==> src/sv/ped_pkg.sv <==
package ped_pkg;

	// Escape parser phase
	typedef enum logic [1:0] {
		PH_IDLE = 2'd0,
		PH_PCT  = 2'd1,
		PH_HIGH = 2'd2,
		PH_DROP = 2'd3
	} phase_t;

	// Result status codes
	typedef enum logic [2:0] {
		ST_BYTE   = 3'd0,
		ST_TRUNC  = 3'd1,
		ST_BADHEX = 3'd2,
		ST_NUL    = 3'd3,
		ST_END    = 3'd4
	} status_t;

	localparam logic [7:0] CH_PCT   = 8'h25;
	localparam logic [7:0] CH_ZERO  = 8'h30;
	localparam logic [7:0] CH_NINE  = 8'h39;
	localparam logic [7:0] CH_UA    = 8'h41;
	localparam logic [7:0] CH_UF    = 8'h46;
	localparam logic [7:0] CH_LA    = 8'h61;
	localparam logic [7:0] CH_LF    = 8'h66;
	localparam logic [7:0] HEX_TEN  = 8'd10;

	// Hex digit decode: bit 4 set when the byte is a hex digit, low nibble is its value
	function automatic logic [4:0] hex_digit(input logic [7:0] c);
		logic [7:0] v;
		begin
			v = 8'd0;
			if (c >= CH_ZERO && c <= CH_NINE) begin
				v = c - CH_ZERO;
				hex_digit = {1'b1, v[3:0]};
			end else if (c >= CH_UA && c <= CH_UF) begin
				v = c - CH_UA + HEX_TEN;
				hex_digit = {1'b1, v[3:0]};
			end else if (c >= CH_LA && c <= CH_LF) begin
				v = c - CH_LA + HEX_TEN;
				hex_digit = {1'b1, v[3:0]};
			end else begin
				hex_digit = {1'b0, v[3:0]};
			end
		end
	endfunction

endpackage

==> src/sv/percent_escape_decoder_core.sv <==
// Path: input register, then result register, which drives the master side.
// One word per cycle unless the master side stalls; one decode step between the registers.
// Escape bytes that produce no result still move through while the master side stalls.
// Reset (arst_n low, asynchronous): both stages empty, parser idle, stored nibble zero.
module percent_escape_decoder_core import ped_pkg::*; (
	input  logic       clk,
	input  logic       arst_n,
	input  logic       s_axis_tvalid,
	output logic       s_axis_tready,
	input  logic [7:0] s_axis_tdata,   // [7:0] in_byte
	input  logic       s_axis_tlast,   // in_last
	output logic       m_axis_tvalid,
	input  logic       m_axis_tready,
	output logic [7:0] m_axis_tdata,   // [7:0] out_byte
	output logic [2:0] m_axis_tuser,   // [2:0] status
	output logic       m_axis_tlast    // out_last
);

	// input stage
	logic       valid_s1;
	logic [7:0] byte_s1;
	logic       last_s1;

	// result stage
	logic       valid_s2;
	logic [7:0] byte_s2;
	status_t    status_s2;
	logic       last_s2;

	// parser state
	phase_t     phase_q, phase_d;
	logic [3:0] nib_q, nib_d;

	// decode of the word in the input stage
	logic [4:0] hex;
	logic       emit;
	logic [7:0] res_byte;
	status_t    res_status;
	logic       res_last;

	logic       out_free;
	logic       adv_s1;
	logic       acc_in;

	assign out_free      = !valid_s2 || m_axis_tready;
	assign adv_s1        = valid_s1 && (out_free || !emit);
	assign s_axis_tready = !valid_s1 || adv_s1;
	assign acc_in        = s_axis_tvalid && s_axis_tready;

	// input register
	always_ff @(posedge clk or negedge arst_n) begin
		if (!arst_n) begin
			valid_s1 <= 1'b0;
		end else if (s_axis_tready) begin
			valid_s1 <= s_axis_tvalid;
		end
	end

	always_ff @(posedge clk) begin
		if (acc_in) begin
			byte_s1 <= s_axis_tdata;
			last_s1 <= s_axis_tlast;
		end
	end

	// parser state register
	always_ff @(posedge clk or negedge arst_n) begin
		if (!arst_n) begin
			phase_q <= PH_IDLE;
			nib_q   <= 4'd0;
		end else if (adv_s1) begin
			phase_q <= phase_d;
			nib_q   <= nib_d;
		end
	end

	// next state and result for the word in the input stage
	always_comb begin
		hex        = hex_digit(byte_s1);
		phase_d    = phase_q;
		nib_d      = nib_q;
		emit       = 1'b0;
		res_byte   = 8'd0;
		res_status = ST_BYTE;
		res_last   = last_s1;
		unique case (phase_q)
			PH_IDLE: begin
				if (byte_s1 == CH_PCT) begin
					if (last_s1) begin
						emit       = 1'b1;
						res_status = ST_TRUNC;
					end else begin
						phase_d = PH_PCT;
					end
				end else begin
					emit     = 1'b1;
					res_byte = byte_s1;
				end
			end
			PH_PCT: begin
				if (last_s1) begin
					emit       = 1'b1;
					res_status = ST_TRUNC;
					phase_d    = PH_IDLE;
				end else if (!hex[4]) begin
					emit       = 1'b1;
					res_status = ST_BADHEX;
					phase_d    = PH_DROP;
				end else begin
					nib_d   = hex[3:0];
					phase_d = PH_HIGH;
				end
			end
			PH_HIGH: begin
				emit = 1'b1;
				if (!hex[4]) begin
					res_status = ST_BADHEX;
					phase_d    = last_s1 ? PH_IDLE : PH_DROP;
				end else if (nib_q == 4'd0 && hex[3:0] == 4'd0) begin
					res_status = ST_NUL;
					phase_d    = last_s1 ? PH_IDLE : PH_DROP;
				end else begin
					res_byte = {nib_q, hex[3:0]};
					phase_d  = PH_IDLE;
				end
			end
			PH_DROP: begin
				// swallow the rest of the string, end marker on its last byte
				if (last_s1) begin
					emit       = 1'b1;
					res_status = ST_END;
					phase_d    = PH_IDLE;
				end
			end
			default: begin
				phase_d = PH_IDLE;
			end
		endcase
	end

	// result register
	always_ff @(posedge clk or negedge arst_n) begin
		if (!arst_n) begin
			valid_s2 <= 1'b0;
		end else if (out_free) begin
			valid_s2 <= valid_s1 && emit;
		end
	end

	always_ff @(posedge clk) begin
		if (out_free && valid_s1 && emit) begin
			byte_s2   <= res_byte;
			status_s2 <= res_status;
			last_s2   <= res_last;
		end
	end

	assign m_axis_tvalid = valid_s2;
	assign m_axis_tdata  = byte_s2;
	assign m_axis_tuser  = status_s2;
	assign m_axis_tlast  = last_s2;

endmodule

==> config.mk <==
export PLATFORM = sky130hd
export DESIGN_NAME = percent_escape_decoder_core
export DESIGN_NICKNAME = d
export VERILOG_FILES = /design/src/sv/ped_pkg.sv /design/src/sv/percent_escape_decoder_core.sv
export SDC_FILE = /design/constraint.sdc
export NUM_CORES = 1
export LEC_CHECK = 0
export ABC_CLOCK_PERIOD_IN_PS = 3000
export BUFFER_PORTS_ARGS = -buffer_cell sky130_fd_sc_hd__buf_2
export CAP_MARGIN = 40
export CORE_ASPECT_RATIO = 0.5
export CORE_UTILIZATION = 35
export CTS_CLUSTER_DIAMETER = 30
export DETAILED_ROUTE_END_ITERATION = 10
export GPL_TIMING_DRIVEN = 0
export HOLD_SLACK_MARGIN = 0.06
export SLEW_MARGIN = 5
export SYNTH_ARGS = -nofsm -noshare
export SYNTH_HDL_FRONTEND = slang
export SYNTH_SLANG_ARGS = --single-unit
export TNS_END_PERCENT = 10
==> constraint.sdc <==
create_clock -name clk -period 3 [get_ports clk]
set_clock_uncertainty 0.2 [all_clocks]
set_input_delay 0.75 -clock clk [delete_from_list [all_inputs] [get_ports clk]]
set_output_delay 0.75 -clock clk [all_outputs]
set_load 0.005 [all_outputs]
==> flow_metrics.env, run 1 <==
export IMPL_fill_cells=354
export IMPL_first_iter_violations=306
export IMPL_vias_per_cell=5.53
export IMPL_r2r_cells=9
export IMPL_rsz0062_at_grt="true"
export IMPL_crit_end="s_axis_tready"
export IMPL_drv_cap=0
export IMPL_grt_max_degree=12
export IMPL_hp_class="primary input to asynchronous set/reset pin"
export IMPL_timing_critical_path_max_delay_family="simple AND/OR/NAND/NOR gates"
export IMPL_clk_pin_slew_worst_paths_ns=0.06
export IMPL_post_route_min_period_ns=3.07
export IMPL_yosysTopAreaCellShare=0.423
export IMPL_cts_tree="yes"
export IMPL_hold_viol=0
export IMPL_ys_ff_latch=29
export IMPL_grtUsageTotal=0.161
export IMPL_synth_simple_area_share=0.186
export IMPL_coreArea_mm2=0.00398
export IMPL_synthTopCellsByArea="edfxtp_1 42%, dfrtp_1 13%, a31oi_1 2.5%"
export IMPL_post_synth_xor_area_fraction=0
export IMPL_timing_rr_start="byte_s1[0]$_DFFE_PP_"
export IMPL_die_area_mm2=0.00454
export IMPL_seq_area_um2=831
export IMPL_cts_made_buffers=5
export IMPL_violations="negative setup slack"
export IMPL_multi_input_area_um2=659
export IMPL_power_internal_mw=0.918
export IMPL_routed_wl_mm=3.40
export IMPL_synth_most_common_cell="edfxtp_1"
export IMPL_fin_crit_sh=1.02
export IMPL_start_util=0.374
export IMPL_clock_sinks=29
export IMPL_p_clk_frac=0.212
export IMPL_antenna_left=0
export IMPL_postSynthNetCount=145
export IMPL_post_drt_wl_per_cell_um=15.1
export IMPL_p_seq_frac=0.456
export IMPL_power_density_mw_per_mm2=738
export IMPL_synthMuxAreaShare=0
export IMPL_end_kind="primary output"
export IMPL_io_pins=27
export IMPL_cts_buffer_depth=2
export IMPL_cp_num_cells=8
export IMPL_clockRootBuffer="clkbuf_8"
export IMPL_syn2layout_area_growth_pct=25.9
export IMPL_rrSetupSlack_ns=0.45
export IMPL_overflow=0
export IMPL_clk_latency_ns=0.27
export IMPL_synthAdderAreaFrac=0.0252
export IMPL_finalPower_mw=1.38
export IMPL_p_comb_frac=0.332
export IMPL_syn_avg_cell_area_um2=11.6
export IMPL_yosysSeqAreaShare=0.558
export IMPL_synth_top_family_by_area="compound AO/OA/AOI/OAI gates"
export IMPL_drc_errors=0
export IMPL_antenna_found_initial=0
export IMPL_ir_drop_uv=203
export IMPL_h_tree_depth=2
export IMPL_cellLeakagePower_nw=0.725
export IMPL_firstDrtPassIters=5
export IMPL_crit_start="byte_s1[0]$_DFFE_PP_"
export IMPL_worstReg2RegEnd="m_axis_tdata[2]$_DFFE_PP_"
export IMPL_drive_above_1_share=0.357
export IMPL_synthFlopType="edfxtp_1"
export IMPL_portBuffers=26
export IMPL_crit_arrival_ns=2.12
export IMPL_dieWidth_um=94.3
export IMPL_slowest_delay_ns=0.47
export IMPL_crit_chain="inv_2 -> ha_4 -> or3b_4 -> nand4_4 -> and4_4 -> o31ai_4 -> or2_1 -> buf_2"
export IMPL_synth_edf_count=21
export IMPL_max_slew_margin_rel=0.638
export IMPL_synth_cell_type_count=49
export IMPL_p_switching_mw=0.466
export IMPL_clock_fmax_mhz=326
export IMPL_layout_nets=186
export IMPL_crit_fanout=4
export IMPL_setup_viol=1
export IMPL_startpoint_type="flip-flop"
export IMPL_yosys_top_cells_count="21 x edfxtp_1, 10 x nand2_1, 9 x nor2_1, 8 x dfrtp_1, 6 x a31oi_1"
export IMPL_grt_pass1_wl_mm=5.20
export IMPL_synth_area_mm2=0.00149
export IMPL_netSwitchingFraction=0.336
export IMPL_worst_pin_slew_ns=0.539
export IMPL_drv_slew=0
export IMPL_timing_worst_setup_path_type="flip-flop to primary output"
export IMPL_crit_buf_inv=2
export IMPL_required_ns=2.05
export IMPL_setup_slack_ns=-0.0687
export IMPL_syn_inst=129
export IMPL_place_ws_ns=-0.171
export IMPL_asyncSetResetFlopFracSynth=0.276
export IMPL_vias=1244
export IMPL_yosysWarnings=0
export IMPL_core_rowCount=16
export IMPL_ctsHoldBuffers=0
export IMPL_fp_dieH_um=48.1
export IMPL_place_hpwl_mm=2.45
export IMPL_status="finished, violations left"
export IMPL_n_antenna_cell=0
export IMPL_crit_slowest_cell="edfxtp_1"
export IMPL_first_global_vias=1067
export IMPL_synth_top_area_cell="edfxtp_1"
export IMPL_routabilityCongestion=0.876
export IMPL_synth_compound_area_frac=0.201
flip-flops by register name, indices dropped and copies added, names as in the netlist:
name	count
m_axis_tuser	3
m_axis_tlast	1
byte_s1	8
valid_s1	1
last_s1	1
m_axis_tdata	8
m_axis_tvalid	1
nib_q	4
phase_q	2
power groups by stage:
stage / Clock [mW] / Sequential (mW) / Combinational, mW
after global routing: 0.326 / 0.641 / 0.511
after global placement: 0 / 0.637 / 0.393
final: 0.293 / 0.632 / 0.459
after floorplan: 0 / 0.623 / 0.274
after detailed placement: 0 / 0.635 / 0.411
after CTS: 0.304 / 0.627 / 0.454
worst min-delay path by stage:
stage,cells after the start,end
finish,1,nib_q[3]$_DFFE_PN0P_
global route,1,m_axis_tvalid$_DFFE_PN0N_
CTS,1,m_axis_tvalid$_DFFE_PN0N_
detailed placement,0,m_axis_tlast$_DFFE_PP_
global placement,0,m_axis_tlast$_DFFE_PP_
floorplan,0,m_axis_tlast$_DFFE_PP_
per-stage QoR:
stage                     utilization  hold slack (ns)  TNS (ns)  cells  cell area [µm²]
after floorplan                     -            0.239         0    129             1490
after global placement          0.424            0.328     -2.45    209             1690
after detailed placement        0.426            0.319    -0.171    210             1700
after CTS                       0.471           0.0955   -0.0825    225             1880
after global routing            0.471            0.102    -0.142    225             1880
final                           0.471           0.0994   -0.0687    225             1880
final cells by class:
type | instances | area share
flip-flops and latches | 29 | 0.443
clock buffers | 6 | 0.0387
repair buffers | 34 | 0.101
multi-input cells | 90 | 0.351
inverters | 4 | 0.00800
plain buffers | 6 | 0.0167
clock inverters | 2 | 0.00533
well taps | 54 | 0.0360
worst register-to-register path, delay by kind of cell, from the launching register on:
kind / cells / cell delay [ns]
AND/OR/NAND/NOR: 4 / 0.89
buffers and inverters: 3 / 0.51
flip-flops: 1 / 0.47
adder cells (fa/ha/maj): 1 / 0.13
AO/OA/AOI/OAI: 1 / 0.07
per-layer routing:
layer	global-route usage	part of all wire	vias to the layer above
met4	0.0708	0.016	0
met3	0.0467	0.090	14
met5	0	0	-
met1	0.239	0.51	547
li1	-	-	590
met2	0.216	0.39	93
placed cells by master, fill, tap and decap left out, types with 3 or more instances in the layout:
master and instances:
buf_2 27, edfxtp_1 21, nand2_1 10, nor2_1 9
dfrtp_1 8, buf_4 8, a31oi_1 6, clkbuf_1 5
nand3_1 5, a21oi_1 5, clkbuf_8 5, o21ai_0 4
a22o_1 3, o21a_1 3
what timing repair did:
| item | in CTS | in global routing |
|---|---|---|
| buffers inserted | 7 | 0 |
| pin swaps | 4 | 1 |
| gates resized for setup | 10 | 0 |
| hold endpoints to repair | 0 | 0 |
| setup endpoints to repair | 1 | 1 |
cell families after synthesis:
kind of cell / after synthesis
AOI/OAI and AO/OA: 41
and+or+nand+nor: 46
adders and majority gates: 3
DFF: 29
buffers and inverters: 10
Note: power is estimated with default switching activity, not from simulation.
==> run 2: changes to the inputs <==
MAX_ROUTING_LAYER = met4   (was unset)
==> run 2 against run 1 <==
The flow still finishes with violations (negative setup slack). Clock power rose by 28%. Global-route usage grew 0.35 points. Via count down 2.9%. Clock-buffer cell count rose by 2. Cell count unchanged. Sequential power hardly changed. First-iteration DRC count shrank 28%. Fmax shrank 0.19%. Worst hold slack better by 0.0029 ns.
==> flow_metrics.env, run 2 (synthesis gave the netlist of run 1 again) <==
export IMPL_rsz0062_at_grt="true"
export IMPL_cts_made_buffers=5
export IMPL_dieWidth_um=94.3
export IMPL_first_iter_violations=219
export IMPL_fin_crit_sh=1.02
export IMPL_timing_worst_setup_path_type="flip-flop to primary output"
export IMPL_startpoint_type="flip-flop"
export IMPL_worst_pin_slew_ns=0.548
export IMPL_die_area_mm2=0.00454
export IMPL_status="finished, violations left"
export IMPL_power_density_mw_per_mm2=765
export IMPL_hp_class="primary input to asynchronous set/reset pin"
export IMPL_grt_pass1_wl_mm=5.13
export IMPL_post_route_min_period_ns=3.07
export IMPL_final_common_cell="buf_2"
export IMPL_cts_buffer_depth=2
export IMPL_clk_latency_ns=0.28
export IMPL_antenna_left=0
export IMPL_fill_cells=355
export IMPL_grtUsageTotal=0.164
export IMPL_place_hpwl_mm=2.44
export IMPL_drv_slew=0
export IMPL_violations="negative setup slack"
export IMPL_clock_sinks=29
export IMPL_cts_tree="yes"
export IMPL_crit_fanout=4
export IMPL_cellLeakagePower_nw=0.737
export IMPL_fp_dieH_um=48.1
export IMPL_required_ns=2.05
export IMPL_start_util=0.374
export IMPL_slowest_delay_ns=0.47
export IMPL_layout_nets=186
export IMPL_drive_above_1_share=0.357
export IMPL_drv_cap=0
export IMPL_max_slew_margin_rel=0.632
export IMPL_io_pins=27
export IMPL_layout_common_cells="27 x buf_2, 21 x edfxtp_1, 10 x nand2_1"
export IMPL_h_tree_depth=2
export IMPL_antenna_found_initial=0
export IMPL_grt_max_degree=13
export IMPL_crit_chain="inv_2 -> ha_4 -> or3b_4 -> nand4_4 -> and4_4 -> o31ai_4 -> or2_1 -> buf_2"
export IMPL_ir_drop_uv=245
export IMPL_vias=1208
export IMPL_clock_fmax_mhz=325
export IMPL_vias_per_cell=5.37
export IMPL_finalPower_mw=1.46
export IMPL_core_rowCount=16
export IMPL_crit_arrival_ns=2.12
export IMPL_portBuffers=26
export IMPL_syn2layout_area_growth_pct=27.9
export IMPL_drc_errors=0
export IMPL_clockRootBuffer="clkbuf_8"
export IMPL_fin_util=0.478
export IMPL_routabilityCongestion=0.890
export IMPL_clk_pin_slew_worst_paths_ns=0.06
export IMPL_end_kind="primary output"
export IMPL_setup_slack_ns=-0.0746
export IMPL_n_antenna_cell=0
export IMPL_post_drt_wl_per_cell_um=15.2
export IMPL_whs_ns=0.102
export IMPL_overflow=0
export IMPL_first_global_vias=1035
export IMPL_routed_wl_mm=3.42
export IMPL_setup_viol=1
export IMPL_firstDrtPassIters=4
export IMPL_coreArea_mm2=0.00398
export IMPL_hold_viol=0
export IMPL_crit_slowest_cell="edfxtp_1"
[run 2: layout make-up]
type	instances	area, µm²	area share
Inverter	4	15.0	0.00788
Sequential cell	29	831	0.436
Clock buffer	8	111	0.0584
Timing Repair Buffer	34	190	0.0998
Multi-Input combinational cell	90	659	0.346
Tap cell	54	67.6	0.0355
Buffer	6	31.3	0.0164
[run 2: critical path: cells and delay by family (launching register included)]
family	cells	cell delay, ns
and+or+nand+nor	4	0.95
buffers and inverters	2	0.23
DFF	1	0.47
AOI/OAI and AO/OA	1	0.06
adders and majority gates	1	0.13
[run 2: stage by stage]
| stage | cells | setup TNS [ns] | area [µm²] | setup slack (ns) |
|---|---|---|---|---|
| 6_report | 225 | -0.0746 | 1910 | -0.0746 |
| 5_1_grt | 225 | -0.139 | 1910 | -0.139 |
| 4_1_cts | 224 | -0.0936 | 1900 | -0.0936 |
| 3_5_place_dp | 210 | -0.187 | 1700 | -0.187 |
| 3_3_place_gp | 209 | -2.49 | 1690 | -0.192 |
| 2_1_floorplan | 129 | 0 | 1490 | 0.257 |
[run 2: what timing repair did]
item / CTS / global route
hold buffers: 0 / 0
setup endpoints to repair: 1 / 1
buffers inserted: 6 / 1
gates resized for setup: 10 / 0
pin swaps: 4 / 2
gates cloned: 0 / 0
[run 2: layer usage]
layer	track usage	wire length, µm	vias to the layer above
met4	0.0708	30	0
met5	-	0	-
li1	-	-	592
met3	0.0436	354	5
met1	0.227	1630	546
met2	0.228	1400	65
[run 2: path summary, 6_finish.rpt]
| kind | startpoint | to | slack (ns) | cells past startpoint |
|---|---|---|---|---|
| worst min-delay path | arst_n | nib_q[1]$_DFFE_PN0P_ | 0.10 | 1 |
| min in group clk | last_s1$_DFFE_PP_ | m_axis_tlast$_DFFE_PP_ | 0.34 | 0 |
| worst max-delay path | byte_s1[0]$_DFFE_PP_ | s_axis_tready | -0.07 | 8 |
| max in group asynchronous | arst_n | nib_q[0]$_DFFE_PN0P_ | 2.33 | 1 |
| worst max register to register | byte_s1[3]$_DFFE_PP_ | byte_s1[3]$_DFFE_PP_ | 0.45 | 6 |
| worst min register to register | last_s1$_DFFE_PP_ | m_axis_tlast$_DFFE_PP_ | 0.34 | 0 |
[run 2: power by group]
part | leakage, nW | total [mW] | internal [mW] | switching, mW
logic | 0.383 | 0.451 | 0.202 | 0.249
registers | 0.298 | 0.633 | 0.556 | 0.0763
clock network | 0.0566 | 0.375 | 0.237 | 0.138
total | 0.737 | 1.46 | 0.994 | 0.464
==> run 3: changes to the inputs <==
CORE_UTILIZATION = 45   (was 35)
PLACE_DENSITY = 0.67   (was unset)
==> run 3 against run 2 <==
The run still ends with negative setup slack left. Highest routed layer unchanged. Critical path depth unchanged. First-iteration DRC count decreased by 21%. Worst setup slack got worse by 0.032 ns.
==> flow_metrics.env, run 3 (synthesis gave the netlist of run 1 again) <==
export IMPL_status="finished, violations left"
export IMPL_crit_arrival_ns=2.16
export IMPL_ctsHoldBuffers=0
export IMPL_die_area_mm2=0.00356
export IMPL_drc_errors=0
export IMPL_post_route_min_period_ns=3.11
export IMPL_hold_viol=0
export IMPL_p_seq_frac=0.447
export IMPL_timing_rr_start="byte_s1[3]$_DFFE_PP_"
export IMPL_overflow=0
export IMPL_power_density_mw_per_mm2=760
export IMPL_timing_critical_path_max_delay_family="simple AND/OR/NAND/NOR gates"
export IMPL_clk_pin_slew_worst_paths_ns=0.06
export IMPL_seq_area_um2=831
export IMPL_first_global_vias=1136
export IMPL_routabilityCongestion=0.924
export IMPL_first_iter_violations=174
export IMPL_max_slew_margin_rel=0.624
export IMPL_p_clk_frac=0.228
export IMPL_setup_slack_ns=-0.106
export IMPL_place_ws_ns=-0.163
export IMPL_place_hpwl_mm=2.39
export IMPL_rsz0062_at_grt="true"
export IMPL_cts_tree="yes"
export IMPL_stdcell_count=211
export IMPL_syn2layout_area_growth_pct=25.4
export IMPL_vias_per_cell=5.93
export IMPL_cts_made_buffers=5
export IMPL_violations="negative setup slack"
export IMPL_fin_setup_tns_ns=-0.106
export IMPL_h_tree_depth=2
export IMPL_worstReg2RegEnd="byte_s1[7]$_DFFE_PP_"
export IMPL_crit_buf_inv=2
export IMPL_clock_sinks=29
export IMPL_fill_cells=268
export IMPL_hp_class="primary input to asynchronous set/reset pin"
export IMPL_core_rowCount=14
export IMPL_multi_input_area_um2=659
export IMPL_worst_pin_slew_ns=0.560
export IMPL_layout_common_cells="27 x buf_2, 21 x edfxtp_1, 10 x nand2_1"
export IMPL_clk_latency_ns=0.28
export IMPL_stdcell_area_mm2=0.00187
export IMPL_slowest_delay_ns=0.47
export IMPL_power_internal_mw=0.941
export IMPL_timing_worst_setup_path_type="flip-flop to primary output"
export IMPL_final_common_cell="buf_2"
export IMPL_dieWidth_um=83.4
export IMPL_p_comb_frac=0.325
export IMPL_crit_chain="inv_2 -> ha_4 -> or3b_4 -> nand4_4 -> and4_4 -> o31ai_4 -> or2_1 -> buf_2"
export IMPL_grt_pass1_wl_mm=5.66
export IMPL_startpoint_type="flip-flop"
export IMPL_ir_drop_uv=367
export IMPL_clockRootBuffer="clkbuf_8"
export IMPL_antenna_left=0
export IMPL_drv_cap=0
export IMPL_firstDrtPassIters=4
export IMPL_vias=1252
export IMPL_cts_buffer_depth=2
export IMPL_setup_viol=1
export IMPL_p_switching_mw=0.479
export IMPL_antenna_found_initial=0
export IMPL_n_antenna_cell=0
export IMPL_coreArea_mm2=0.00308
export IMPL_crit_slowest_cell="edfxtp_1"
export IMPL_portBuffers=26
export IMPL_io_pins=27
export IMPL_grt_max_degree=13
export IMPL_crit_fanout=4
export IMPL_fin_crit_sh=1.04
export IMPL_grtUsageTotal=0.222
export IMPL_r2r_cells=6
export IMPL_drive_above_1_share=0.357
export IMPL_start_util=0.483
export IMPL_required_ns=2.05
export IMPL_post_drt_wl_per_cell_um=16.4
export IMPL_drv_slew=0
export IMPL_cellLeakagePower_nw=0.730
export IMPL_placed_cells=196
export IMPL_placed_area_mm2=0.00168
export IMPL_routed_wl_mm=3.46
export IMPL_rrSetupSlack_ns=0.48
export IMPL_netSwitchingFraction=0.338
export IMPL_finalPower_mw=1.42
export IMPL_end_kind="primary output"
export IMPL_layout_nets=186
export IMPL_clock_fmax_mhz=322
export IMPL_fp_dieH_um=42.7
==> run 3: cell types whose count changed in the layout (fill, tap and decap cells not counted), sizes merged <==
cell,before,now
clkbuf,12,10
clkinv,0,2
==> run 3: per-layer routing <==
metal | track usage | wire, µm
met5 | - | 0
met4 | 0.0724 | 78
met1 | 0.318 | 1700
met3 | 0.0661 | 325
met2 | 0.300 | 1360
==> run 3: power by group through the flow <==
stage                     Clock, mW  Sequential (mW)  Combinational, mW
final                         0.323            0.635              0.462
after global routing          0.348            0.646              0.508
after CTS                     0.331            0.629              0.450
after detailed placement          0            0.637              0.407
after global placement            0            0.634              0.392
after floorplan                   0            0.623              0.274
==> run 3: layout make-up <==
cell class / instances / area share
plain buffers: 6 / 0.0167
clock buffers: 6 / 0.0442
clock inverters: 2 / 0.00469
inverters: 4 / 0.00804
multi-input cells: 90 / 0.353
flip-flops and latches: 29 / 0.445
well taps: 40 / 0.0268
repair buffers: 34 / 0.102
==> run 3: what timing repair did <==
action,in CTS,in global routing
pin swaps,4,1
endpoints found under the setup margin,1,1
gates resized for setup,9,1
cloned,0,0
setup buffers,6,1
==> run 3: worst max-delay path by stage <==
| stage | startpoint | depth (start not counted) | end | slack, ns |
|---|---|---|---|---|
| after floorplan | byte_s1[0]$_DFFE_PP_ | 7 | s_axis_tready | 0.26 |
| after global placement | byte_s1[0]$_DFFE_PP_ | 8 | s_axis_tready | -0.21 |
| after detailed placement | byte_s1[0]$_DFFE_PP_ | 8 | s_axis_tready | -0.16 |
| after CTS | byte_s1[0]$_DFFE_PP_ | 8 | s_axis_tready | -0.13 |
| after global routing | byte_s1[0]$_DFFE_PP_ | 8 | s_axis_tready | -0.17 |
| final | byte_s1[0]$_DFFE_PP_ | 8 | s_axis_tready | -0.11 |
==> run 3: worst register-to-register path: stages, from the launching register on <==
cell      delay (ns)
edfxtp_1        0.52
nor3_4          0.41
nand4_4         0.15
and4_4          0.18
o31ai_4         0.20
buf_4           0.17
o21a_1          0.35
==> run 3: metrics by stage <==
step | hold slack [ns] | utilization
5_1_grt | 0.0992 | 0.606
3_3_place_gp | 0.320 | 0.542
6_report | 0.0955 | 0.606
4_1_cts | 0.0964 | 0.603
2_1_floorplan | 0.239 | -
3_5_place_dp | 0.315 | 0.544
